`src/sv/sdsh_pkg.sv`:
```
package sdsh_pkg;

  // field widths
  localparam int unsigned DistW   = 16;
  localparam int unsigned CntW    = 32;
  localparam int unsigned SumW    = CntW + DistW;
  localparam int unsigned QuotW   = DistW + 1;
  localparam int unsigned StepW   = 5;
  localparam int unsigned MsW     = 32;
  localparam int unsigned DayW    = 9;
  localparam int unsigned StreakW = 16;
  localparam int unsigned ThrW    = 16;
  localparam int unsigned ThrMsW  = 26;
  localparam int unsigned InDataW  = 64;
  localparam int unsigned OutDataW = 168;

  // constants
  localparam logic [ThrW-1:0]    ThrReset    = 16'd30;
  localparam logic [9:0]         MsPerSec    = 10'd1000;
  localparam logic [QuotW-1:0]   RateNum     = 17'd100000;
  localparam logic [StreakW-1:0] WarnStreak  = 16'd3;
  localparam logic [StreakW-1:0] ErrorStreak = 16'd8;
  localparam logic [StepW-1:0]   AvgSteps    = 5'd16;
  localparam logic [StepW-1:0]   RateSteps   = 5'd17;

  // health codes
  localparam logic [1:0] HealthGood  = 2'd0;
  localparam logic [1:0] HealthWarn  = 2'd1;
  localparam logic [1:0] HealthError = 2'd2;

  typedef enum logic [1:0] {
    KIND_READING   = 2'd0,
    KIND_INTRUSION = 2'd1,
    KIND_ALERT     = 2'd2,
    KIND_CLEAR     = 2'd3
  } kind_e;

  typedef enum logic [2:0] {
    ST_IDLE,
    ST_RATE,
    ST_AVG_GO,
    ST_AVG,
    ST_DONE
  } state_e;

  // divider request and response
  typedef struct packed {
    logic              start;
    logic [CntW-1:0]   rem;
    logic [QuotW-1:0]  shin;
    logic [StepW-1:0]  steps;
    logic [CntW-1:0]   divisor;
  } div_req_t;

  typedef struct packed {
    logic              done;
    logic [QuotW-1:0]  quot;
  } div_rsp_t;

endpackage

```
`src/sv/sdsh_div.sv`:
```
module sdsh_div (
  input  logic               clk_i,
  input  logic               rst_ni,
  input  sdsh_pkg::div_req_t req_i,
  output sdsh_pkg::div_rsp_t rsp_o
);

  logic [sdsh_pkg::CntW-1:0]  r_q, r_d;
  logic [sdsh_pkg::CntW-1:0]  d_q, d_d;
  logic [sdsh_pkg::QuotW-1:0] s_q, s_d;
  logic [sdsh_pkg::QuotW-1:0] q_q, q_d;
  logic [sdsh_pkg::StepW-1:0] cnt_q, cnt_d;
  logic                       busy_q, busy_d;
  logic                       done_q, done_d;
  logic [sdsh_pkg::CntW:0]    trial;
  logic [sdsh_pkg::CntW:0]    diff;
  logic                       ge;

  // one restoring step: shift in a dividend bit, compare, subtract
  always_comb begin
    trial = {r_q, s_q[sdsh_pkg::QuotW-1]};
    diff  = trial - {1'b0, d_q};
    ge    = trial >= {1'b0, d_q};
    r_d    = r_q;
    d_d    = d_q;
    s_d    = s_q;
    q_d    = q_q;
    cnt_d  = cnt_q;
    busy_d = busy_q;
    done_d = 1'b0;
    if (req_i.start) begin
      r_d    = req_i.rem;
      d_d    = req_i.divisor;
      s_d    = req_i.shin;
      q_d    = '0;
      cnt_d  = req_i.steps;
      busy_d = 1'b1;
    end else if (busy_q) begin
      r_d   = ge ? diff[sdsh_pkg::CntW-1:0] : trial[sdsh_pkg::CntW-1:0];
      s_d   = {s_q[sdsh_pkg::QuotW-2:0], 1'b0};
      q_d   = {q_q[sdsh_pkg::QuotW-2:0], ge};
      cnt_d = cnt_q - 1'b1;
      if (cnt_q == sdsh_pkg::StepW'(1)) begin
        busy_d = 1'b0;
        done_d = 1'b1;
      end
    end
  end

  // control registers
  always_ff @(posedge clk_i or negedge rst_ni) begin
    if (!rst_ni) begin
      busy_q <= 1'b0;
      done_q <= 1'b0;
      cnt_q  <= '0;
    end else begin
      busy_q <= busy_d;
      done_q <= done_d;
      cnt_q  <= cnt_d;
    end
  end

  // datapath registers
  always_ff @(posedge clk_i) begin
    r_q <= r_d;
    d_q <= d_d;
    s_q <= s_d;
    q_q <= q_d;
  end

  assign rsp_o.done = done_q;
  assign rsp_o.quot = q_q;

endmodule

```
`src/sv/sensor_daily_stats_health.sv`:
```
// channel   | dir | signals                              | contents
// s_axis    | in  | tvalid/tready, tdata[63:0], tuser[1:0] | event: kind in tuser
// m_axis    | out | tvalid/tready, tdata[167:0]          | daily statistics result
// cfg       | in  | we, wdata[15:0]                      | frozen_threshold_sec
//
// ready stays low while an item is processed; the reading rate is recomputed only on
// a nonzero interval, and the average only while the day holds a valid reading:
// the shared serial divider runs 17 steps for the rate and 16 for the average.
// the statistics update when the item is accepted; ready drops until the result
// moves into the output register, which then waits for m_axis_tready_i.
// reset is asynchronous and active low and restores the threshold to 30 seconds.
module sensor_daily_stats_health (
  input  logic         clk_i,
  input  logic         rst_ni,
  // now_ms[31:0], distance[47:32], reading_valid[48], day_of_year[57:49],
  // time_synced[58], zero fill above
  input  logic [63:0]  s_axis_tdata_i,
  // kind[1:0]
  input  logic [1:0]   s_axis_tuser_i,
  input  logic         s_axis_tvalid_i,
  output logic         s_axis_tready_o,
  // min_today[16:0], max_today[33:17], avg_today[50:34], health[52:51],
  // frozen[53], rate_centihz[70:54], intrusions_today[102:71],
  // alerts_today[134:103], valid_run[150:135], invalid_run[166:151], zero[167]
  output logic [167:0] m_axis_tdata_o,
  output logic         m_axis_tvalid_o,
  input  logic         m_axis_tready_i,
  input  logic         cfg_we_i,
  input  logic [15:0]  cfg_wdata_i
);

  localparam int unsigned DistW   = sdsh_pkg::DistW;
  localparam int unsigned CntW    = sdsh_pkg::CntW;
  localparam int unsigned SumW    = sdsh_pkg::SumW;
  localparam int unsigned QuotW   = sdsh_pkg::QuotW;
  localparam int unsigned MsW     = sdsh_pkg::MsW;
  localparam int unsigned DayW    = sdsh_pkg::DayW;
  localparam int unsigned StreakW = sdsh_pkg::StreakW;

  sdsh_pkg::state_e state_q, state_d;

  logic [sdsh_pkg::ThrW-1:0] thr_q;
  logic [DistW-1:0]   min_q, min_d, max_q, max_d, held_q, held_d;
  logic [SumW-1:0]    sum_q, sum_d;
  logic [CntW-1:0]    cnt_q, cnt_d, intr_q, intr_d, alert_q, alert_d;
  logic               day_known_q, day_known_d;
  logic [DayW-1:0]    day_q, day_d;
  logic [StreakW-1:0] good_q, good_d, bad_q, bad_d;
  logic [MsW-1:0]     prev_q, prev_d, hold_ms_q, hold_ms_d;
  logic               held_vld_q, held_vld_d, frozen_q, frozen_d;
  logic [QuotW-1:0]   rate_q, rate_d, avg_q, avg_d;
  logic               out_valid_q, out_valid_d, out_load;
  logic [sdsh_pkg::OutDataW-1:0] out_data_q;

  sdsh_pkg::kind_e in_kind;
  logic [MsW-1:0]   in_now, dt, held_age;
  logic [DistW-1:0] in_dist;
  logic             in_valid, in_sync, s_acc, need_rate;
  logic [DayW-1:0]  in_day;
  logic [sdsh_pkg::ThrMsW-1:0] thr_ms;
  logic [1:0]       health;
  logic [QuotW-1:0] min_out, max_out;

  sdsh_pkg::div_req_t div_req;
  sdsh_pkg::div_rsp_t div_rsp;

  // input unpacking
  assign in_kind  = sdsh_pkg::kind_e'(s_axis_tuser_i);
  assign in_now   = s_axis_tdata_i[31:0];
  assign in_dist  = s_axis_tdata_i[47:32];
  assign in_valid = s_axis_tdata_i[48];
  assign in_day   = s_axis_tdata_i[57:49];
  assign in_sync  = s_axis_tdata_i[58];

  assign s_axis_tready_o = (state_q == sdsh_pkg::ST_IDLE);
  assign s_acc           = s_axis_tvalid_i && s_axis_tready_o;

  assign dt        = in_now - prev_q;
  assign need_rate = (prev_q != '0) && (dt != '0);
  assign held_age  = in_now - hold_ms_q;
  assign thr_ms    = sdsh_pkg::ThrMsW'(thr_q) * sdsh_pkg::ThrMsW'(sdsh_pkg::MsPerSec);

  // statistics update on an accepted item
  always_comb begin
    min_d       = min_q;
    max_d       = max_q;
    sum_d       = sum_q;
    cnt_d       = cnt_q;
    intr_d      = intr_q;
    alert_d     = alert_q;
    day_known_d = day_known_q;
    day_d       = day_q;
    good_d      = good_q;
    bad_d       = bad_q;
    prev_d      = prev_q;
    held_vld_d  = held_vld_q;
    held_d      = held_q;
    hold_ms_d   = hold_ms_q;
    frozen_d    = frozen_q;
    if (s_acc) begin
      if (in_kind == sdsh_pkg::KIND_CLEAR) begin
        sum_d       = '0;
        cnt_d       = '0;
        intr_d      = '0;
        alert_d     = '0;
        day_known_d = 1'b0;
        day_d       = '0;
        good_d      = '0;
        bad_d       = '0;
        prev_d      = '0;
        held_vld_d  = 1'b0;
        hold_ms_d   = '0;
        frozen_d    = 1'b0;
      end else begin
        // day rollover
        if (in_sync) begin
          day_known_d = 1'b1;
          day_d       = in_day;
          if (day_known_q && (in_day != day_q)) begin
            sum_d   = '0;
            cnt_d   = '0;
            intr_d  = '0;
            alert_d = '0;
          end
        end
        case (in_kind)
          sdsh_pkg::KIND_READING: begin
            prev_d = in_now;
            if (!in_valid) begin
              if (bad_q != '1) bad_d = bad_q + 1'b1;
              good_d = '0;
            end else begin
              if (good_q != '1) good_d = good_q + 1'b1;
              bad_d = '0;
              if ((cnt_d == '0) || (in_dist < min_q)) min_d = in_dist;
              if ((cnt_d == '0) || (in_dist > max_q)) max_d = in_dist;
              if (cnt_d != '1) begin
                sum_d = sum_d + SumW'(in_dist);
                cnt_d = cnt_d + 1'b1;
              end
              // frozen value tracking
              if (!held_vld_q || (in_dist != held_q)) begin
                held_vld_d = 1'b1;
                held_d     = in_dist;
                hold_ms_d  = in_now;
                frozen_d   = 1'b0;
              end else if (!frozen_q && (held_age >= MsW'(thr_ms))) begin
                frozen_d = 1'b1;
              end
            end
          end
          sdsh_pkg::KIND_INTRUSION: intr_d  = intr_d + 1'b1;
          sdsh_pkg::KIND_ALERT:     alert_d = alert_d + 1'b1;
          default: ;
        endcase
      end
    end
  end

  // sequencer for the shared divider and the output register
  always_comb begin
    state_d         = state_q;
    rate_d          = rate_q;
    avg_d           = avg_q;
    out_load        = 1'b0;
    div_req.start   = 1'b0;
    div_req.rem     = '0;
    div_req.shin    = sdsh_pkg::RateNum;
    div_req.steps   = sdsh_pkg::RateSteps;
    div_req.divisor = dt;
    case (state_q)
      sdsh_pkg::ST_IDLE: begin
        if (s_acc) begin
          if (in_kind == sdsh_pkg::KIND_CLEAR) rate_d = '0;
          if ((in_kind == sdsh_pkg::KIND_READING) && need_rate) begin
            div_req.start = 1'b1;
            state_d       = sdsh_pkg::ST_RATE;
          end else begin
            state_d = sdsh_pkg::ST_AVG_GO;
          end
        end
      end
      sdsh_pkg::ST_RATE: begin
        if (div_rsp.done) begin
          rate_d  = div_rsp.quot;
          state_d = sdsh_pkg::ST_AVG_GO;
        end
      end
      sdsh_pkg::ST_AVG_GO: begin
        if (cnt_q != '0) begin
          div_req.start   = 1'b1;
          div_req.rem     = sum_q[SumW-1 -: CntW];
          div_req.shin    = {sum_q[DistW-1:0], 1'b0};
          div_req.steps   = sdsh_pkg::AvgSteps;
          div_req.divisor = cnt_q;
          state_d         = sdsh_pkg::ST_AVG;
        end else begin
          avg_d   = '1;
          state_d = sdsh_pkg::ST_DONE;
        end
      end
      sdsh_pkg::ST_AVG: begin
        if (div_rsp.done) begin
          avg_d   = div_rsp.quot;
          state_d = sdsh_pkg::ST_DONE;
        end
      end
      sdsh_pkg::ST_DONE: begin
        if (!out_valid_q || m_axis_tready_i) begin
          out_load = 1'b1;
          state_d  = sdsh_pkg::ST_IDLE;
        end
      end
      default: state_d = sdsh_pkg::ST_IDLE;
    endcase
  end

  sdsh_div u_div (
    .clk_i  (clk_i),
    .rst_ni (rst_ni),
    .req_i  (div_req),
    .rsp_o  (div_rsp)
  );

  // result fields
  always_comb begin
    if (bad_q >= sdsh_pkg::ErrorStreak)     health = sdsh_pkg::HealthError;
    else if (bad_q >= sdsh_pkg::WarnStreak) health = sdsh_pkg::HealthWarn;
    else                                    health = sdsh_pkg::HealthGood;
    min_out = (cnt_q == '0) ? '1 : {1'b0, min_q};
    max_out = (cnt_q == '0) ? '1 : {1'b0, max_q};
  end

  // output register valid
  always_comb begin
    out_valid_d = out_valid_q;
    if (out_load)             out_valid_d = 1'b1;
    else if (m_axis_tready_i) out_valid_d = 1'b0;
  end

  // control registers
  always_ff @(posedge clk_i or negedge rst_ni) begin
    if (!rst_ni) begin
      state_q     <= sdsh_pkg::ST_IDLE;
      thr_q       <= sdsh_pkg::ThrReset;
      cnt_q       <= '0;
      sum_q       <= '0;
      intr_q      <= '0;
      alert_q     <= '0;
      day_known_q <= 1'b0;
      day_q       <= '0;
      good_q      <= '0;
      bad_q       <= '0;
      prev_q      <= '0;
      rate_q      <= '0;
      held_vld_q  <= 1'b0;
      hold_ms_q   <= '0;
      frozen_q    <= 1'b0;
      out_valid_q <= 1'b0;
    end else begin
      state_q     <= state_d;
      if (cfg_we_i) thr_q <= cfg_wdata_i;
      cnt_q       <= cnt_d;
      sum_q       <= sum_d;
      intr_q      <= intr_d;
      alert_q     <= alert_d;
      day_known_q <= day_known_d;
      day_q       <= day_d;
      good_q      <= good_d;
      bad_q       <= bad_d;
      prev_q      <= prev_d;
      rate_q      <= rate_d;
      held_vld_q  <= held_vld_d;
      hold_ms_q   <= hold_ms_d;
      frozen_q    <= frozen_d;
      out_valid_q <= out_valid_d;
    end
  end

  // payload registers
  always_ff @(posedge clk_i) begin
    min_q  <= min_d;
    max_q  <= max_d;
    held_q <= held_d;
    avg_q  <= avg_d;
    if (out_load) begin
      out_data_q <= {1'b0, bad_q, good_q, alert_q, intr_q, rate_q, frozen_q, health,
                     avg_q, max_out, min_out};
    end
  end

  assign m_axis_tvalid_o = out_valid_q;
  assign m_axis_tdata_o  = out_data_q;

  // streaks never run at the same time
  a_streaks_exclusive: assert property (@(posedge clk_i) disable iff (!rst_ni)
    !((good_q != '0) && (bad_q != '0)))
    else $error("valid and invalid streaks both nonzero");

  // an empty day carries no sum
  a_empty_sum: assert property (@(posedge clk_i) disable iff (!rst_ni)
    (cnt_q == '0) |-> (sum_q == '0))
    else $error("day sum nonzero with zero count");

  // frozen needs a held value
  a_frozen_held: assert property (@(posedge clk_i) disable iff (!rst_ni)
    frozen_q |-> held_vld_q)
    else $error("frozen without held value");

  // divider finishes only while the sequencer waits on it
  a_div_done_state: assert property (@(posedge clk_i) disable iff (!rst_ni)
    div_rsp.done |-> ((state_q == sdsh_pkg::ST_RATE) || (state_q == sdsh_pkg::ST_AVG)))
    else $error("divider done outside a wait state");

  // clear-all empties the day and the streaks
  a_clear_all: assert property (@(posedge clk_i) disable iff (!rst_ni)
    (s_acc && (in_kind == sdsh_pkg::KIND_CLEAR)) |=>
      ((cnt_q == '0) && (good_q == '0) && (bad_q == '0) && !frozen_q))
    else $error("clear-all left state behind");

endmodule

```
`config.mk`:
```
export PLATFORM = sky130hd
export DESIGN_NAME = sensor_daily_stats_health
export DESIGN_NICKNAME = d
export VERILOG_FILES = /design/src/sv/sdsh_pkg.sv /design/src/sv/sdsh_div.sv /design/src/sv/sensor_daily_stats_health.sv
export SDC_FILE = /design/constraint.sdc
export NUM_CORES = 2
export LEC_CHECK = 0
export ABC_AREA = 1
export BUFFER_PORTS_ARGS = -buffer_cell sky130_fd_sc_hd__buf_4
export CAP_MARGIN = 20
export CORE_ASPECT_RATIO = 0.75
export CORE_UTILIZATION = 67
export DETAILED_ROUTE_END_ITERATION = 6
export PLACE_DENSITY = 0.95
export REMOVE_ABC_BUFFERS = 1
export SLEW_MARGIN = 5
export SYNTH_ARGS = -nofsm -noshare
export SYNTH_HDL_FRONTEND = slang
export SYNTH_HIERARCHICAL = 1
export SYNTH_SLANG_ARGS = --single-unit
```
`constraint.sdc`:
```
create_clock -name clk_i -period 12.22 [get_ports clk_i]
set_clock_uncertainty 0.1 [all_clocks]
set_input_delay 1.222 -clock clk_i [delete_from_list [all_inputs] [get_ports clk_i]]
set_output_delay 1.222 -clock clk_i [all_outputs]
set_load 0.01 [all_outputs]
```
==> flow_summary.toml <==
[floorplanning]
start_util_pct = 67.8
die-area_sq_mm = 0.0621
fp.dieW_um = 288
rows = 78
die_h_um = 216
core_sq_mm = 0.0604
io_pins = 257

[global_routing]
grt_pass1_vias = 35900
grt_pass1_wl_mm = 185
antenna_found_initial = 2
grt.met1_usage_pct = 50.2
met3_usage_pct = 6.34
overflow = 0
grtUsageTotal_pct = 37.0
grt_max_degree = 100
globalRoute.busiestLayer = "met2"
grt_util_met2_pct = 59.7

[timing]
slew_violations = 0
finalSetupTns_ns = 0
tightest_slew_ns = 1.09
post-route-period-util_pct = 52.5
holdWs_ns = 0.320
setup_viol_count_final = 0
hold_viol = 0
maxSlewHeadroom_pct = 27.6
fin_crit_ns = 6.41
finalWorstSetupSlack_ns = 5.81
rsz0062_at_grt = "no"
fmax_mhz = 156

[clock_network]
ctsResizeCount = 0
ctsHoldBuffers = 0
clockRootBuffer = "clkbuf_16"
clockBufferDepth = 3
cts.htree.levels = 2
cts_setup_buffers = 0
clk_latency_ns = 0.66
cts_buffers = 61
cts_tree = "done"
path_clk_slew_ns = 0.06
clock_sinks = 625

[hold_path]
min_path_type = "flop to flop"

[synth]
async_reset_ff_share_pct = 47.4
synth-seq-cells = 625
netlist_instances = 5212
synthDistinctLibCells = 72
synthFlopType = "edfxtp_1"
synth.most_common_cell = "nand2_1"
ys_seq_area_share_pct = 41.8
syn_avg_cell_area_sq_um = 7.86
synth_area_leaders = "edfxtp_1, dfrtp_1, nand2_1"
ys_warn_count = 6
synth_top_area_share_pct = 22.9
syn-cell-area_sq_mm = 0.0410
synth_edf_count = 312
synth_top_area_cell = "edfxtp_1"
synthTopCellsByCount = "nand2_1, inv_1, nor2_1, edfxtp_1, nand3_1"

[status]
status = "finished clean"

[worst_setup_path]
crit_type = "flop to flop"
cp.arrival_ns = 6.88
crit_required_ns = 12.69
cp-end-kind = "flop"
worst_setup_path_start_kind = "flop"
r2r_setup_slack_ns = 5.81
path_max_fanout = 5

[power]
power_frac_clock_pct = 16.5
p_comb_share_pct = 54.7
intPower_uw = 6410
switchingPower_uw = 5600
p_leak_uw = 0.0211
p_per_area_mw_per_mm2 = 264
p_total_uw = 12000
p_seq_share_pct = 28.8
sw_frac_of_total_pct = 46.6
vdd.ir_drop.worst_v = 0.000261

[drt]
wire_per_inst_um = 18.4
drtIter0Drc = 4745
wirelength_mm = 116
vias_per_cell = 5.94
via_count = 37400
antenna_left = 0
dr.pass1.iters = 6
drc = 0

[placed_design]
gp_congestion = 0.962
dpl.hpwl_mm = 83.3
io_buffer_count = 250
place_area_sq_mm = 0.0434
dpl_worst_slack_ns = 5.82

[job]
maxCapViolations = 0

[cells_and_area]
n_antenna_cell = 0
regArea_sq_mm = 0.0171
drive_above_1_share_pct = 9.70
syn_to_final_growth_pct = 11.1
fin_area_sq_mm = 0.0455
layout.nets = 5805
multi_input_area_sq_mm = 0.0200
fillCellCount = 4238
placed cells by master, fill, tap and decap left out, drive strengths merged, types with 17 or more instances in the layout:
cell type | synthesis | layout
nand2 | 1405 | 1405
inv | 845 | 850
nor2 | 496 | 496
nand3 | 324 | 324
o21ai | 319 | 319
edfxtp | 312 | 312
dfrtp | 292 | 292
buf | 58 | 282
ha | 229 | 229
a21oi | 193 | 193
nor3 | 93 | 93
nand4 | 87 | 87
xor2 | 85 | 85
clkbuf | 72 | 77
o22ai | 68 | 68
xnor2 | 65 | 65
fa | 58 | 58
nand3b | 39 | 39
nor4 | 31 | 31
clkinv | 5 | 29
o211ai | 23 | 23
dfxtp | 17 | 17
critical path, stage by stage (launching register included):
cell and delay [ns]:
dfstp_2 0.59, inv_1 0.13, fa_1 0.60, fa_1 0.46
fa_1 0.52, fa_1 0.52, inv_1 0.04, ha_1 0.36
inv_1 0.07, nor3_1 0.18, nand2_1 0.07, o211ai_1 0.14
nand2_1 0.12, a21oi_1 0.32, a21oi_1 0.17, o21ai_0 0.44
nand3_1 0.13, nand2_1 0.10, xor2_1 0.06, ha_1 0.29
nand2_1 0.08, nor3_1 0.19, nand2_1 0.09, a31oi_1 0.19
nor2_1 0.09, nand2_1 0.14, nand2_1 0.07, a21oi_1 0.12
power by group through the flow:
stage | combinational (uW) | sequential [uW] | clock, uW
after floorplan | 4520 | 3390 | 0
after global placement | 6040 | 3430 | 0
after detailed placement | 6330 | 3460 | 0
after CTS | 6420 | 3430 | 1990
after global routing | 7310 | 3500 | 2070
final | 6560 | 3460 | 1990
flip-flops by register name, indices dropped and copies added (netlist names), 17 cells and up:
register	cells
avg_q	17
u_div/d_q	32
u_div/q_q	17
u_div/s_q	17
cnt_q	32
sum_q	48
rate_q	17
u_div/r_q	32
intr_q	32
m_axis_tdata_o	166
hold_ms_q	32
alert_q	32
prev_q	32
worst paths after layout:
kind / start / endpoint / depth (start not counted)
setup / recovery: thr_q[2] / frozen_q / 27
hold / removal: avg_q[2] / m_axis_tdata_o[36] / 0
setup reg to reg: thr_q[2] / frozen_q / 27
hold reg to reg: avg_q[2] / m_axis_tdata_o[36] / 0
max in group asynchronous: rst_ni / cnt_q[10] / 2
min in group asynchronous: rst_ni / good_q[14] / 1
area by class of cell:
cell class              count  area share, %
clock inverters            39          0.989
clock buffers              77           3.58
inverters                 850           7.01
multi-input cells        3611           43.9
flip-flops and latches    625           37.6
repair buffers            282           4.69
well taps                 800           2.20
cell families (layout without fill, tap and decap cells):
group	after synthesis	after routing	synth area share (%)
AOI/OAI and AO/OA	669	669	8.98
and+or+nand+nor	2498	2498	26.6
adders and majority gates	287	287	9.83
buffers and inverters	980	1248	9.53
muxes	1	1	0.0275
DFF	625	625	41.8
xor gates and xnor gates	150	150	3.21
other	2	6	0.0183
per-stage QoR:
step	util, %	std cells
floorplan	-	5086
global placement	71.9	6166
detailed placement	71.9	6166
CTS	75.3	6282
global route	75.4	6284
finish	75.4	6284
layer usage:
| metal | vias up | wire length, um | part of all wire (%) |
|---|---|---|---|
| met2 | 2134 | 53300 | 46 |
| li1 | 17300 | - | - |
| met4 | 2 | 4800 | 4.1 |
| met5 | - | 13 | 0.011 |
| met3 | 386 | 11600 | 10 |
| met1 | 17500 | 45900 | 40 |
Note: power is estimated with default switching activity, not from simulation.
